$ cat src/hw/rtl/gql_pkg.sv
package gql_pkg;

	localparam int GLYPH_COUNT = 256;
	localparam logic [15:0] SCALE_RESET = 16'd256;

	localparam int QDEPTH = 2;

	localparam logic [7:0] LEAD_TWO_BYTE = 8'd195;
	localparam logic [7:0] LEAD_BIAS = 8'd131;
	localparam logic [7:0] ASCII_MAX = 8'd127;
	localparam logic [7:0] CODE_NEWLINE = 8'd10;

	localparam int TEX_ONE = 65536;

	localparam int VTX_PER_GLYPH = 6;
	localparam logic [2:0] VTX_LAST = 3'(VTX_PER_GLYPH - 1);
	// per-vertex corner select, bit i for vertex i
	localparam logic [5:0] VTX_XHI = 6'b110100;
	localparam logic [5:0] VTX_YHI = 6'b101001;

	typedef enum logic [2:0] {
		MODE_WRITE = 3'd0,
		MODE_MID   = 3'd1,
		MODE_FIRST = 3'd2,
		MODE_LAST  = 3'd3,
		MODE_SOLE  = 3'd4
	} mode_t;

	typedef enum logic [1:0] {
		CMD_WRITE,
		CMD_DRAW,
		CMD_NEWLINE,
		CMD_NOP
	} kind_t;

	typedef struct packed {
		logic signed [15:0] width;
		logic signed [15:0] height;
		logic signed [15:0] bear_x;
		logic signed [15:0] bear_y;
		logic signed [15:0] advance;
		logic [16:0] s_org;
		logic [16:0] s_span;
		logic [16:0] t_org;
		logic [16:0] t_span;
	} glyph_t;

	typedef struct packed {
		kind_t kind;
		logic clear;
		logic [7:0] code;
		glyph_t glyph;
	} cmd_t;

	typedef struct packed {
		logic valid;
		logic [7:0] lead;
	} pend_t;

	function automatic logic signed [31:0] sat32(input logic signed [43:0] v);
		logic signed [43:0] hi;
		logic signed [43:0] lo;
		hi = 44'sh0007fffffff;
		lo = -44'sh00080000000;
		if (v > hi) begin
			return 32'sh7fffffff;
		end else if (v < lo) begin
			return 32'sh80000000;
		end
		return v[31:0];
	endfunction

	function automatic logic signed [17:0] sat18(input logic signed [19:0] v);
		logic signed [19:0] hi;
		logic signed [19:0] lo;
		hi = 20'sd131071;
		lo = -20'sd131072;
		if (v > hi) begin
			return 18'sh1ffff;
		end else if (v < lo) begin
			return 18'sh20000;
		end
		return v[17:0];
	endfunction

endpackage

$ cat src/hw/rtl/gql_fifo.sv
module gql_fifo (
	input  logic clk,
	input  logic arst_n,
	input  logic push,
	input  gql_pkg::cmd_t wr_cmd,
	output logic full,
	input  logic pop,
	output gql_pkg::cmd_t rd_cmd,
	output logic empty
);

	localparam int AW = (gql_pkg::QDEPTH > 1) ? $clog2(gql_pkg::QDEPTH) : 1;
	localparam int CW = $clog2(gql_pkg::QDEPTH + 1);

	gql_pkg::cmd_t entry_q [gql_pkg::QDEPTH];
	logic [AW-1:0] wr_ptr_q;
	logic [AW-1:0] rd_ptr_q;
	logic [CW-1:0] count_q;

	assign full = (count_q == CW'(gql_pkg::QDEPTH));
	assign empty = (count_q == '0);
	assign rd_cmd = entry_q[rd_ptr_q];

	always_ff @(posedge clk) begin
		if (push) begin
			entry_q[wr_ptr_q] <= wr_cmd;
		end
	end

	always_ff @(posedge clk or negedge arst_n) begin
		if (!arst_n) begin
			wr_ptr_q <= '0;
			rd_ptr_q <= '0;
			count_q <= '0;
		end else begin
			if (push) begin
				wr_ptr_q <= (wr_ptr_q == AW'(gql_pkg::QDEPTH - 1)) ? '0 : wr_ptr_q + 1'b1;
			end
			if (pop) begin
				rd_ptr_q <= (rd_ptr_q == AW'(gql_pkg::QDEPTH - 1)) ? '0 : rd_ptr_q + 1'b1;
			end
			if (push && !pop) begin
				count_q <= count_q + 1'b1;
			end else if (pop && !push) begin
				count_q <= count_q - 1'b1;
			end
		end
	end

endmodule

$ cat config.mk
export PLATFORM = sky130hd
export DESIGN_NAME = gql_fifo
export DESIGN_NICKNAME = d
export VERILOG_FILES = /design/src/hw/rtl/gql_pkg.sv /design/src/hw/rtl/gql_fifo.sv
export SDC_FILE = /design/constraint.sdc
export NUM_CORES = 1
export LEC_CHECK = 0
export ABC_CLOCK_PERIOD_IN_PS = 21300
export BUFFER_PORTS_ARGS = -buffer_cell sky130_fd_sc_hd__buf_2
export CAP_MARGIN = 30
export CORE_AREA = 3 3 180 129
export CTS_CLUSTER_SIZE = 16
export DETAILED_ROUTE_END_ITERATION = 8
export DIE_AREA = 0 0 183 132
export PLACE_DENSITY = 0.84
export SYNTH_ARGS = -nofsm -noshare
export SYNTH_HDL_FRONTEND = slang
export SYNTH_SLANG_ARGS = --single-unit
$ cat constraint.sdc
create_clock -name clk -period 21.3 [get_ports clk]
set_clock_uncertainty 0.05 [all_clocks]
set_input_delay 0 -clock clk [delete_from_list [all_inputs] [get_ports clk]]
set_output_delay 0 -clock clk [all_outputs]
set_load 0.05 [all_outputs]
==> metrics.txt <==
commonest non-fill, non-tap cells in the layout 323 x buf_2, 318 x edfxtp_1, 163 x dlygate4sd3_1, 100 x mux2_4, 59 x mux2_2; Final Util 77.4%; Root Driver clkbuf_16; startpoint types register; Post-DP HPWL 16.5 mm; DRT iter0 DRCs 559; Netlist Area Pre-Place 12,100 um^2; dpl ws 18,840 ps; area of the multi-input gates 2260 um^2; register area 9650 um^2; iteration count of the initial detailed-routing pass 5; cell family with most CP delay buffers and inverters; hold depth 2; Max Transition Viols Final 0; WP buf/inv 2; Critical Path RT 21,250 ps; port buffer count 323; # H-tree levels 1; Worst path max stage delay 890 ps; # IOs 324; post-CTS sizing 0; Power Dens Cells 149 nW/um^2; Max Fclk 0.332 GHz; Row Count 45; TritonCTS clock tree built; WP depth 3; GP Congestion 0.753; first-pass GRT wire length 43.3 mm; cells along the critical path buf_4, mux2_2, buf_2; vias in the first global route 7,487; crit path time final 3020 ps; area delta synth->final 38.7%; final WL 28.9 mm; Final WS setup 18,280 ps; Die Wd 183 um; CP Capture Point rd_cmd[24]; worst slew pin tran 909 ps; Sink Count 322; DRT antenna net count 0; layout cell share with drive strength beyond 1 51.7%; Cell variety after synth 13; clock tree buffer depth 3; DRC 0; crit-path max FO 56; R2R Path End entry_q[0][62]; hold crit path type in2reg; Peak VDD IR 0.137 mV; Routed WL per cell 21.8 um; warnings from Yosys 0; number of filler cells placed in the layout 1,117; flop and latch count out of synthesis 322; register area share after synthesis 80.0%; syn avg cell area 23.6 um^2; Critical Path End Type output pin; die height 132 um; reg2reg setup slack 19,440 ps; endpoints failing setup 0; Setup TNS Final 0 ps; worst skew pair latency 530 ps; Worst R2R Path Depth 3; largest net degree at the start of global routing 75; r2r startpoint wr_ptr_q; die area 24,200 um^2; final net count 1,186; gate count of the mapped netlist 511; commonest non-fill, non-tap cell in the layout buf_2; TritonCTS Buffers 30; Crit Path Class reg2out; initial antenna violation count 1; final hold violations 0; starting density of the core 55.8%; clock slew at reported path FFs 60 ps; unrepaired setup endpoints after global routing no; max-cap viol count 0; vias 6,967; WP data arrival 2970 ps; Avg Vias per Cell 5.25; gr ovfl total 0; fin crit share 14.2%; total leakage power 0.00669 uW; Rel. slew slack 39.4%; Worst Setup SP rd_ptr_q; Design Power 2500 uW; Core Area 21,600 um^2; status finished clean; crit path max-delay cell type dfrtp_4; Synth Net Count 675; GRT Overall Usage 23.3%
==> layer usage <==
metal	track usage [%]	vias to the layer above	wire length [um]
met5	0	-	0
met4	5.96	0	705
met3	6.84	62	3030
met2	41.3	396	14800
met1	28.3	3447	10400
li1	-	3062	-
==> state kept, by name (all words and copies together), names as in the netlist <==
name      flops
entry_q     318
count_q       2
rd_ptr_q      1
wr_ptr_q      1
==> worst min path at each step <==
stage,start,end,slack (ps)
finish,wr_cmd[61],entry_q[0][61],140
global route,wr_cmd[44],entry_q[0][44],120
CTS,wr_cmd[70],entry_q[1][70],110
detailed placement,arst_n,count_q[0],-240
global placement,arst_n,count_q[1],-240
floorplan,arst_n,count_q[0],-350
==> what timing repair did <==
item                                   CTS  global route
endpoints found under the hold margin  336             0
buffers inserted                         0             0
hold buffers                           163             0
==> layout make-up <==
class	count	area share, %
flip-flops and latches	322	57.7
repair buffers	497	20.5
multi-input cells	170	13.5
clock buffers	36	4.75
well taps	282	2.11
clock inverters	19	1.46
inverters	1	0.0224
diodes	1	0.0149
==> logic make-up after synthesis <==
logic type	count (synthesis)	synth area share (%)
muxes	159	17.9
adders and majority gates	1	0.104
xor gates and xnor gates	5	0.363
buffers and inverters	19	1.40
DFF	322	80.0
and+or+nand+nor	5	0.218
==> worst register-to-register path, cell delays in order (launching register included) <==
cell and delay [ps]:
dfrtp_1 450, nor2b_4 240, buf_4 390, buf_16 340
==> stage by stage <==
step                      cell area [um^2]  cells  hold WS, ps
final                                16700   1328          138
after global routing                 16700   1328          121
after CTS                            16700   1325          107
after detailed placement             14000   1107         -239
after global placement               13900   1104         -238
after floorplan                      12100    511         -346
==> Yosys cell counts <==
cell	number	area share, %
xnor2_1	1	0.073
buf_6	12	1.1
xor2_1	4	0.29
mux2_4	100	12
nor2b_1	2	0.10
ha_1	1	0.10
buf_2	6	0.25
edfxtp_1	318	79
dfrtp_1	4	0.83
mux2_2	59	5.5
inv_1	1	0.031
and2_1	1	0.052
nor2_1	2	0.062
==> power by group <==
| group | switching [uW] | internal, uW |
|---|---|---|
| clock network | 225 | 338 |
| logic | 712 | 328 |
| registers | 56.0 | 841 |
| total | 993 | 1510 |
No activity file was read; power rests on OpenSTA's default activity.
