[src/hw/rtl/gql_pkg.sv]
package gql_pkg;

	localparam int GLYPH_COUNT = 256;
	localparam logic [15:0] SCALE_RESET = 16'd256;

	localparam int QDEPTH = 2;

	localparam logic [7:0] LEAD_TWO_BYTE = 8'd195;
	localparam logic [7:0] LEAD_BIAS = 8'd131;
	localparam logic [7:0] ASCII_MAX = 8'd127;
	localparam logic [7:0] CODE_NEWLINE = 8'd10;

	localparam int TEX_ONE = 65536;

	localparam int VTX_PER_GLYPH = 6;
	localparam logic [2:0] VTX_LAST = 3'(VTX_PER_GLYPH - 1);
	// per-vertex corner select, bit i for vertex i
	localparam logic [5:0] VTX_XHI = 6'b110100;
	localparam logic [5:0] VTX_YHI = 6'b101001;

	typedef enum logic [2:0] {
		MODE_WRITE = 3'd0,
		MODE_MID   = 3'd1,
		MODE_FIRST = 3'd2,
		MODE_LAST  = 3'd3,
		MODE_SOLE  = 3'd4
	} mode_t;

	typedef enum logic [1:0] {
		CMD_WRITE,
		CMD_DRAW,
		CMD_NEWLINE,
		CMD_NOP
	} kind_t;

	typedef struct packed {
		logic signed [15:0] width;
		logic signed [15:0] height;
		logic signed [15:0] bear_x;
		logic signed [15:0] bear_y;
		logic signed [15:0] advance;
		logic [16:0] s_org;
		logic [16:0] s_span;
		logic [16:0] t_org;
		logic [16:0] t_span;
	} glyph_t;

	typedef struct packed {
		kind_t kind;
		logic clear;
		logic [7:0] code;
		glyph_t glyph;
	} cmd_t;

	typedef struct packed {
		logic valid;
		logic [7:0] lead;
	} pend_t;

	function automatic logic signed [31:0] sat32(input logic signed [43:0] v);
		logic signed [43:0] hi;
		logic signed [43:0] lo;
		hi = 44'sh0007fffffff;
		lo = -44'sh00080000000;
		if (v > hi) begin
			return 32'sh7fffffff;
		end else if (v < lo) begin
			return 32'sh80000000;
		end
		return v[31:0];
	endfunction

	function automatic logic signed [17:0] sat18(input logic signed [19:0] v);
		logic signed [19:0] hi;
		logic signed [19:0] lo;
		hi = 20'sd131071;
		lo = -20'sd131072;
		if (v > hi) begin
			return 18'sh1ffff;
		end else if (v < lo) begin
			return 18'sh20000;
		end
		return v[17:0];
	endfunction

endpackage

[src/hw/rtl/gql_in_if.sv]
interface gql_in_if;
	logic valid;
	logic ready;
	logic [2:0] mode;
	logic [7:0] code;
	logic signed [15:0] glyph_width;
	logic signed [15:0] glyph_height;
	logic signed [15:0] bearing_x;
	logic signed [15:0] bearing_y;
	logic signed [15:0] pen_advance;
	logic [16:0] tex_s_origin;
	logic [16:0] tex_t_origin;
	logic [16:0] tex_s_span;
	logic [16:0] tex_t_span;

	modport source (
		output valid, mode, code, glyph_width, glyph_height, bearing_x, bearing_y,
			pen_advance, tex_s_origin, tex_t_origin, tex_s_span, tex_t_span,
		input ready
	);
	modport sink (
		input valid, mode, code, glyph_width, glyph_height, bearing_x, bearing_y,
			pen_advance, tex_s_origin, tex_t_origin, tex_s_span, tex_t_span,
		output ready
	);
endinterface

[src/hw/rtl/gql_front.sv]
module gql_front (
	input  logic clk,
	input  logic arst_n,
	gql_in_if.sink din,
	input  logic q_full,
	output logic q_push,
	output gql_pkg::cmd_t q_cmd
);

	gql_pkg::pend_t pend_q;
	gql_pkg::pend_t pend_d;
	logic accept;
	logic clear;
	logic last_byte;
	logic [7:0] sym;

	assign din.ready = !q_full;
	assign accept = din.valid && din.ready;

	always_comb begin
		q_push = 1'b0;
		q_cmd = '0;
		q_cmd.kind = gql_pkg::CMD_NOP;
		q_cmd.code = din.code;
		q_cmd.glyph.width = din.glyph_width;
		q_cmd.glyph.height = din.glyph_height;
		q_cmd.glyph.bear_x = din.bearing_x;
		q_cmd.glyph.bear_y = din.bearing_y;
		q_cmd.glyph.advance = din.pen_advance;
		q_cmd.glyph.s_org = din.tex_s_origin;
		q_cmd.glyph.s_span = din.tex_s_span;
		q_cmd.glyph.t_org = din.tex_t_origin;
		q_cmd.glyph.t_span = din.tex_t_span;
		pend_d = pend_q;
		clear = (din.mode == gql_pkg::MODE_FIRST) || (din.mode == gql_pkg::MODE_SOLE);
		last_byte = (din.mode == gql_pkg::MODE_LAST) || (din.mode == gql_pkg::MODE_SOLE);
		sym = din.code;
		if (accept) begin
			unique case (gql_pkg::mode_t'(din.mode))
				gql_pkg::MODE_WRITE: begin
					q_push = 1'b1;
					q_cmd.kind = gql_pkg::CMD_WRITE;
				end
				gql_pkg::MODE_MID, gql_pkg::MODE_FIRST, gql_pkg::MODE_LAST,
				gql_pkg::MODE_SOLE: begin
					q_cmd.clear = clear;
					if (pend_q.valid && !clear) begin
						// two-byte sequence completes on this word
						if (pend_q.lead == gql_pkg::LEAD_TWO_BYTE) begin
							sym = din.code + (gql_pkg::LEAD_TWO_BYTE - gql_pkg::LEAD_BIAS);
						end
						pend_d = '0;
						q_push = 1'b1;
						q_cmd.code = sym;
						q_cmd.kind = (sym == gql_pkg::CODE_NEWLINE) ? gql_pkg::CMD_NEWLINE
							: gql_pkg::CMD_DRAW;
					end else if (din.code > gql_pkg::ASCII_MAX && !last_byte) begin
						pend_d.valid = 1'b1;
						pend_d.lead = din.code;
						// text start still has to reset the pen
						q_push = clear;
						q_cmd.kind = gql_pkg::CMD_NOP;
					end else begin
						pend_d = '0;
						q_push = 1'b1;
						q_cmd.kind = (din.code == gql_pkg::CODE_NEWLINE) ? gql_pkg::CMD_NEWLINE
							: gql_pkg::CMD_DRAW;
					end
				end
				default: begin
				end
			endcase
		end
	end

	always_ff @(posedge clk or negedge arst_n) begin
		if (!arst_n) begin
			pend_q <= '0;
		end else begin
			pend_q <= pend_d;
		end
	end

endmodule

[src/flat_wrapper.sv]
// flat-port wrapper written by rule: the top's interface ports become plain ports
module gql_front_flat 
  (clk, arst_n, q_full, q_push, q_cmd, din_valid, din_mode, din_code, din_glyph_width, din_glyph_height, din_bearing_x, din_bearing_y, din_pen_advance, din_tex_s_origin, din_tex_t_origin, din_tex_s_span, din_tex_t_span, din_ready);
  gql_in_if din_i ();
  input  logic clk;
  input  logic arst_n;
  input  logic q_full;
  output logic q_push;
  output gql_pkg::cmd_t q_cmd;
  input wire logic [$bits(din_i.valid)-1:0] din_valid;
  input wire logic [$bits(din_i.mode)-1:0] din_mode;
  input wire logic [$bits(din_i.code)-1:0] din_code;
  input wire logic [$bits(din_i.glyph_width)-1:0] din_glyph_width;
  input wire logic [$bits(din_i.glyph_height)-1:0] din_glyph_height;
  input wire logic [$bits(din_i.bearing_x)-1:0] din_bearing_x;
  input wire logic [$bits(din_i.bearing_y)-1:0] din_bearing_y;
  input wire logic [$bits(din_i.pen_advance)-1:0] din_pen_advance;
  input wire logic [$bits(din_i.tex_s_origin)-1:0] din_tex_s_origin;
  input wire logic [$bits(din_i.tex_t_origin)-1:0] din_tex_t_origin;
  input wire logic [$bits(din_i.tex_s_span)-1:0] din_tex_s_span;
  input wire logic [$bits(din_i.tex_t_span)-1:0] din_tex_t_span;
  output wire logic [$bits(din_i.ready)-1:0] din_ready;
  assign din_i.valid = din_valid;
  assign din_i.mode = din_mode;
  assign din_i.code = din_code;
  assign din_i.glyph_width = din_glyph_width;
  assign din_i.glyph_height = din_glyph_height;
  assign din_i.bearing_x = din_bearing_x;
  assign din_i.bearing_y = din_bearing_y;
  assign din_i.pen_advance = din_pen_advance;
  assign din_i.tex_s_origin = din_tex_s_origin;
  assign din_i.tex_t_origin = din_tex_t_origin;
  assign din_i.tex_s_span = din_tex_s_span;
  assign din_i.tex_t_span = din_tex_t_span;
  assign din_ready = din_i.ready;
  gql_front u_core (.clk(clk), .arst_n(arst_n), .din(din_i), .q_full(q_full), .q_push(q_push), .q_cmd(q_cmd));
endmodule
[config.mk]
export PLATFORM = sky130hd
export DESIGN_NAME = gql_front_flat
export DESIGN_NICKNAME = d
export VERILOG_FILES = /design/src/hw/rtl/gql_pkg.sv /design/src/hw/rtl/gql_in_if.sv /design/src/hw/rtl/gql_front.sv /design/src/flat_wrapper.sv
export SDC_FILE = /design/constraint.sdc
export NUM_CORES = 1
export LEC_CHECK = 0
export BUFFER_PORTS_ARGS = -buffer_cell sky130_fd_sc_hd__clkbuf_2
export CELL_PAD_IN_SITES_DETAIL_PLACEMENT = 0
export CELL_PAD_IN_SITES_GLOBAL_PLACEMENT = 2
export CORE_ASPECT_RATIO = 0.9
export CORE_MARGIN = 2
export CORE_UTILIZATION = 11
export CTS_CLUSTER_DIAMETER = 50
export DETAILED_ROUTE_END_ITERATION = 10
export GPL_ROUTABILITY_DRIVEN = 1
export PLACE_DENSITY = 0.95
export SYNTH_ARGS = -nofsm -noshare
export SYNTH_HDL_FRONTEND = slang
export SYNTH_SLANG_ARGS = --single-unit
[constraint.sdc]
create_clock -name clk -period 2 [get_ports clk]
set_clock_uncertainty 0.1 [all_clocks]
set_input_delay 0.1 -clock clk [delete_from_list [all_inputs] [get_ports clk]]
set_output_delay 0.1 -clock clk [all_outputs]
set_load 0.01 [all_outputs]
==> key figures <==
Outcome
  • Run status: complete, no violations

Placed design
  • Final estimated routing congestion in global placement: 0.677
  • Placement-stage worst setup slack: approximately 160 ps
  • IO Port Bufs: 27
  • Detailed-placement wirelength estimate: 4.17 mm

Logic synthesis
  • Number of nets produced by synthesis: 380
  • Cell types with the highest counts after synthesis: 155 x buf_4, 9 x dfrtp_1, 7 x a22o_1
  • Most area-hungry cell type in the Yosys netlist: buf_4
  • Count of flip-flops with a built-in enable after synthesis: 0
  • Mapped cell area: about 1800 µm²
  • Library cell with the highest instance count after synthesis: buf_4
  • Main area contributors after synthesis: buf_4 65%, dfrtp_1 13%, a22o_1 3.4%
  • Count of state elements after synthesis: 9
  • Proportion of synthesized chip area in sequential cells: 0.126
  • Prevailing post-synth register cell: dfrtp_1
  • Post-synth ARST share: 1.00
  • Cell count after synthesis: 215
  • Synthesized area per cell: roughly 8.3 µm²
  • Synth warn: 0
  • Portion of synthesized cell area occupied by the leading cell type: 0.649
  • Number of different library cells in the post-synthesis netlist: 32

Power and ir drop
  • Worst IR drop on VDD: 0.000195 V
  • Power, Total: between 0.7 and 0.8 mW
  • Standby leakage power: about 0.47 nW
  • Total power density per cell area: approximately 650 nW/µm²

Floorplan
  • Area of the core: roughly 16000 µm²
  • Height of the die: between 100 and 150 µm
  • # IOs: 324
  • Initial core utilization: 0.112
  • Floorplan die area: approximately 17000 µm²
  • Site Rows: 44
  • Horizontal die dimension: 139 µm

Setup path
  • Depth of the worst register-to-register path: 3
  • Data arrival time of the worst path: about 1800 ps
  • Type of the setup path with the least slack: reg2out
  • Type of element launching the critical path: register
  • Critical path depth: 5
  • Total buffers and inverters traversed by the critical path: 1
  • Crit path required time: roughly 1800 ps
  • Nature of the critical path endpoint: primary output
  • Delay of the slowest cell on the worst path: around 370 ps
  • Library cell contributing the largest single delay on the critical path: dfrtp_1
  • Family with the most delay on the worst path: compound AO/OA/AOI/OAI gates
  • Max Fanout on Critical Path: 3
  • Cells along the critical path: and4bb_2, and4b_1, o2111a_1, a221o_1, clkbuf_2

CTS
  • Worst-Skew Late Latency: around 230 ps
  • Total clock buffers created by CTS: 3
  • Longest Clk Path Bufs: 2
  • Clock tree sinks: 9
  • Cell at the root of the clock tree: clkbuf_16
  • Clock-pin slew reported for the worst setup and hold paths after clock tree synthesis: 40 ps
  • CTS HTree Levels: 1
  • TritonCTS clock tree: built

Timing
  • Final Max Tran Viols: 0
  • Setup slack after layout: about 2.6 ps
  • Post-layout minimum cycle time: 2000 ps
  • Measured slew at the worst slew-check pin: roughly 390 ps
  • Setup repair after global routing missed its margin: true
  • Slew headroom: 0.737
  • Final Hold Violating Endpoints: 0
  • Final Hold Slack: 55.1 ps
  • Final period util: 0.999
  • Setup Viol. Count Final: 0
  • Achievable frequency: 0.501 GHz

Layout
  • Fin nets: between 200 and 300
  • Synthesis-to-finish area growth: -37.4%
  • Biggest regs: u_core.pend_q (9)
  • Utilization after layout: 0.0700
  • Largest reg by FF count: u_core.pend_q
  • Filler cell count: 1853
  • Ratio of cells with drive above 1 in the final layout: 0.419
  • Number of antenna repair diodes: 0
  • Largest register FFs: 9
  • Multi-input gate area: about 380 µm²
  • Total area of sequential cells: 225 µm²

Drt
  • Remaining DRCs: 0
  • Count of routing violations after the opening detailed-route iteration: 32
  • Remaining antenna violation count: 0
  • Wirelength, routed: 4.98 mm
  • Via count: between 800 and 900
  • Wire length per cell: between 15 and 20 µm
  • Post-detailed-route via-to-cell ratio: around 2.9
  • Detailed Routing Iterations Pass 1: 4

Global route
  • Maximum number of pins on one net before global-route repair: 10
  • Aggregate global routing overflow: 0
  • Number of antenna violations at the first check in global routing: 0
  • Number of global-route vias before repair: approximately 980
  • Gr usage total: 0.0546
  • Global-route wire length before repair: 6.68 mm

Hold path
  • Worst hold path class: in2reg
  • Hold depth: 2

Flow run
  • Max-Cap Viols: 0
## final cells by class
class,count,area share
clock buffers,4,0.0703
repair buffers,30,0.143
well taps,207,0.231
inverters,5,0.0167
multi-input cells,45,0.338
flip-flops and latches,9,0.201
## worst register-to-register path: stages, from the launching register on
cell	delay (ps)
dfrtp_1	410
o21ai_1	240
and4b_1	460
a22o_1	190
## metal layers
| metal | GRT usage | vias up | wire length, µm |
|---|---|---|---|
| met2 | 0.0760 | 147 | 2170 |
| li1 | - | 300 | - |
| met4 | 0.0624 | 0 | 475 |
| met3 | 0.0605 | 63 | 1140 |
| met5 | 0 | - | 0 |
| met1 | 0.0355 | 357 | 1190 |
## repair_timing
| item | in CTS | in global routing |
|---|---|---|
| pin swaps | 2 | 1 |
| buffers inserted | 0 | 0 |
| hold buffers | 1 | 0 |
| resized for setup | 0 | 2 |
| endpoints found under the hold margin | 9 | 0 |
| cloned | 0 | 0 |
| endpoints found under the setup margin | 2 | 3 |
## layout by cell type (no fill, tap or decap), types with 2 or more instances in the layout
master,instances
clkbuf_2,26
dfrtp_1,9
a22o_1,7
inv_1,5
clkbuf_16,3
o21ai_1,2
and4bb_2,2
and4b_1,2
a211oi_1,2
xnor2_1,2
and2_1,2
nor2b_1,2
nand3_1,2
nand2_1,2
a21o_1,2
ha_1,2
buf_4,2
## through the flow
| stage | area, µm² | cells | TNS [ps] |
|---|---|---|---|
| final | 1120 | 300 | 0 |
| after global placement | 1030 | 295 | 0 |
| after CTS | 1110 | 300 | -37.3 |
| after detailed placement | 1030 | 295 | 0 |
| after global routing | 1120 | 300 | -156 |
| after floorplan | 1790 | 215 | 0 |
## cell families after synthesis
group / synth area share
XOR/XNOR: 0.00978
flip-flops: 0.126
AO/OA/AOI/OAI: 0.0964
AND/OR/NAND/NOR: 0.0796
multiplexers: 0.00838
buffers and inverters: 0.666
adder cells (fa/ha/maj): 0.0140
## worst paths after layout
check / end / slack [ps] / startpoint
worst max-delay path: q_cmd[158] / 3 / u_core.pend_q[0]
worst min-delay path: u_core.pend_q[1] / 60 / din_code[1]
worst max register to register: u_core.pend_q[3] / 540 / u_core.pend_q[8]
worst min register to register: u_core.pend_q[7] / 390 / u_core.pend_q[7]
max in group asynchronous: u_core.pend_q[4] / 1420 / arst_n
min in group asynchronous: u_core.pend_q[2] / 190 / arst_n
## report_power, final
| group | leakage [nW] | internal [mW] | switching, mW |
|---|---|---|---|
| clock | 0.0382 | 0.267 | 0.0912 |
| sequential | 0.120 | 0.209 | 0.0163 |
| combinational | 0.308 | 0.0659 | 0.0759 |
(Power assumes the default switching activity.)
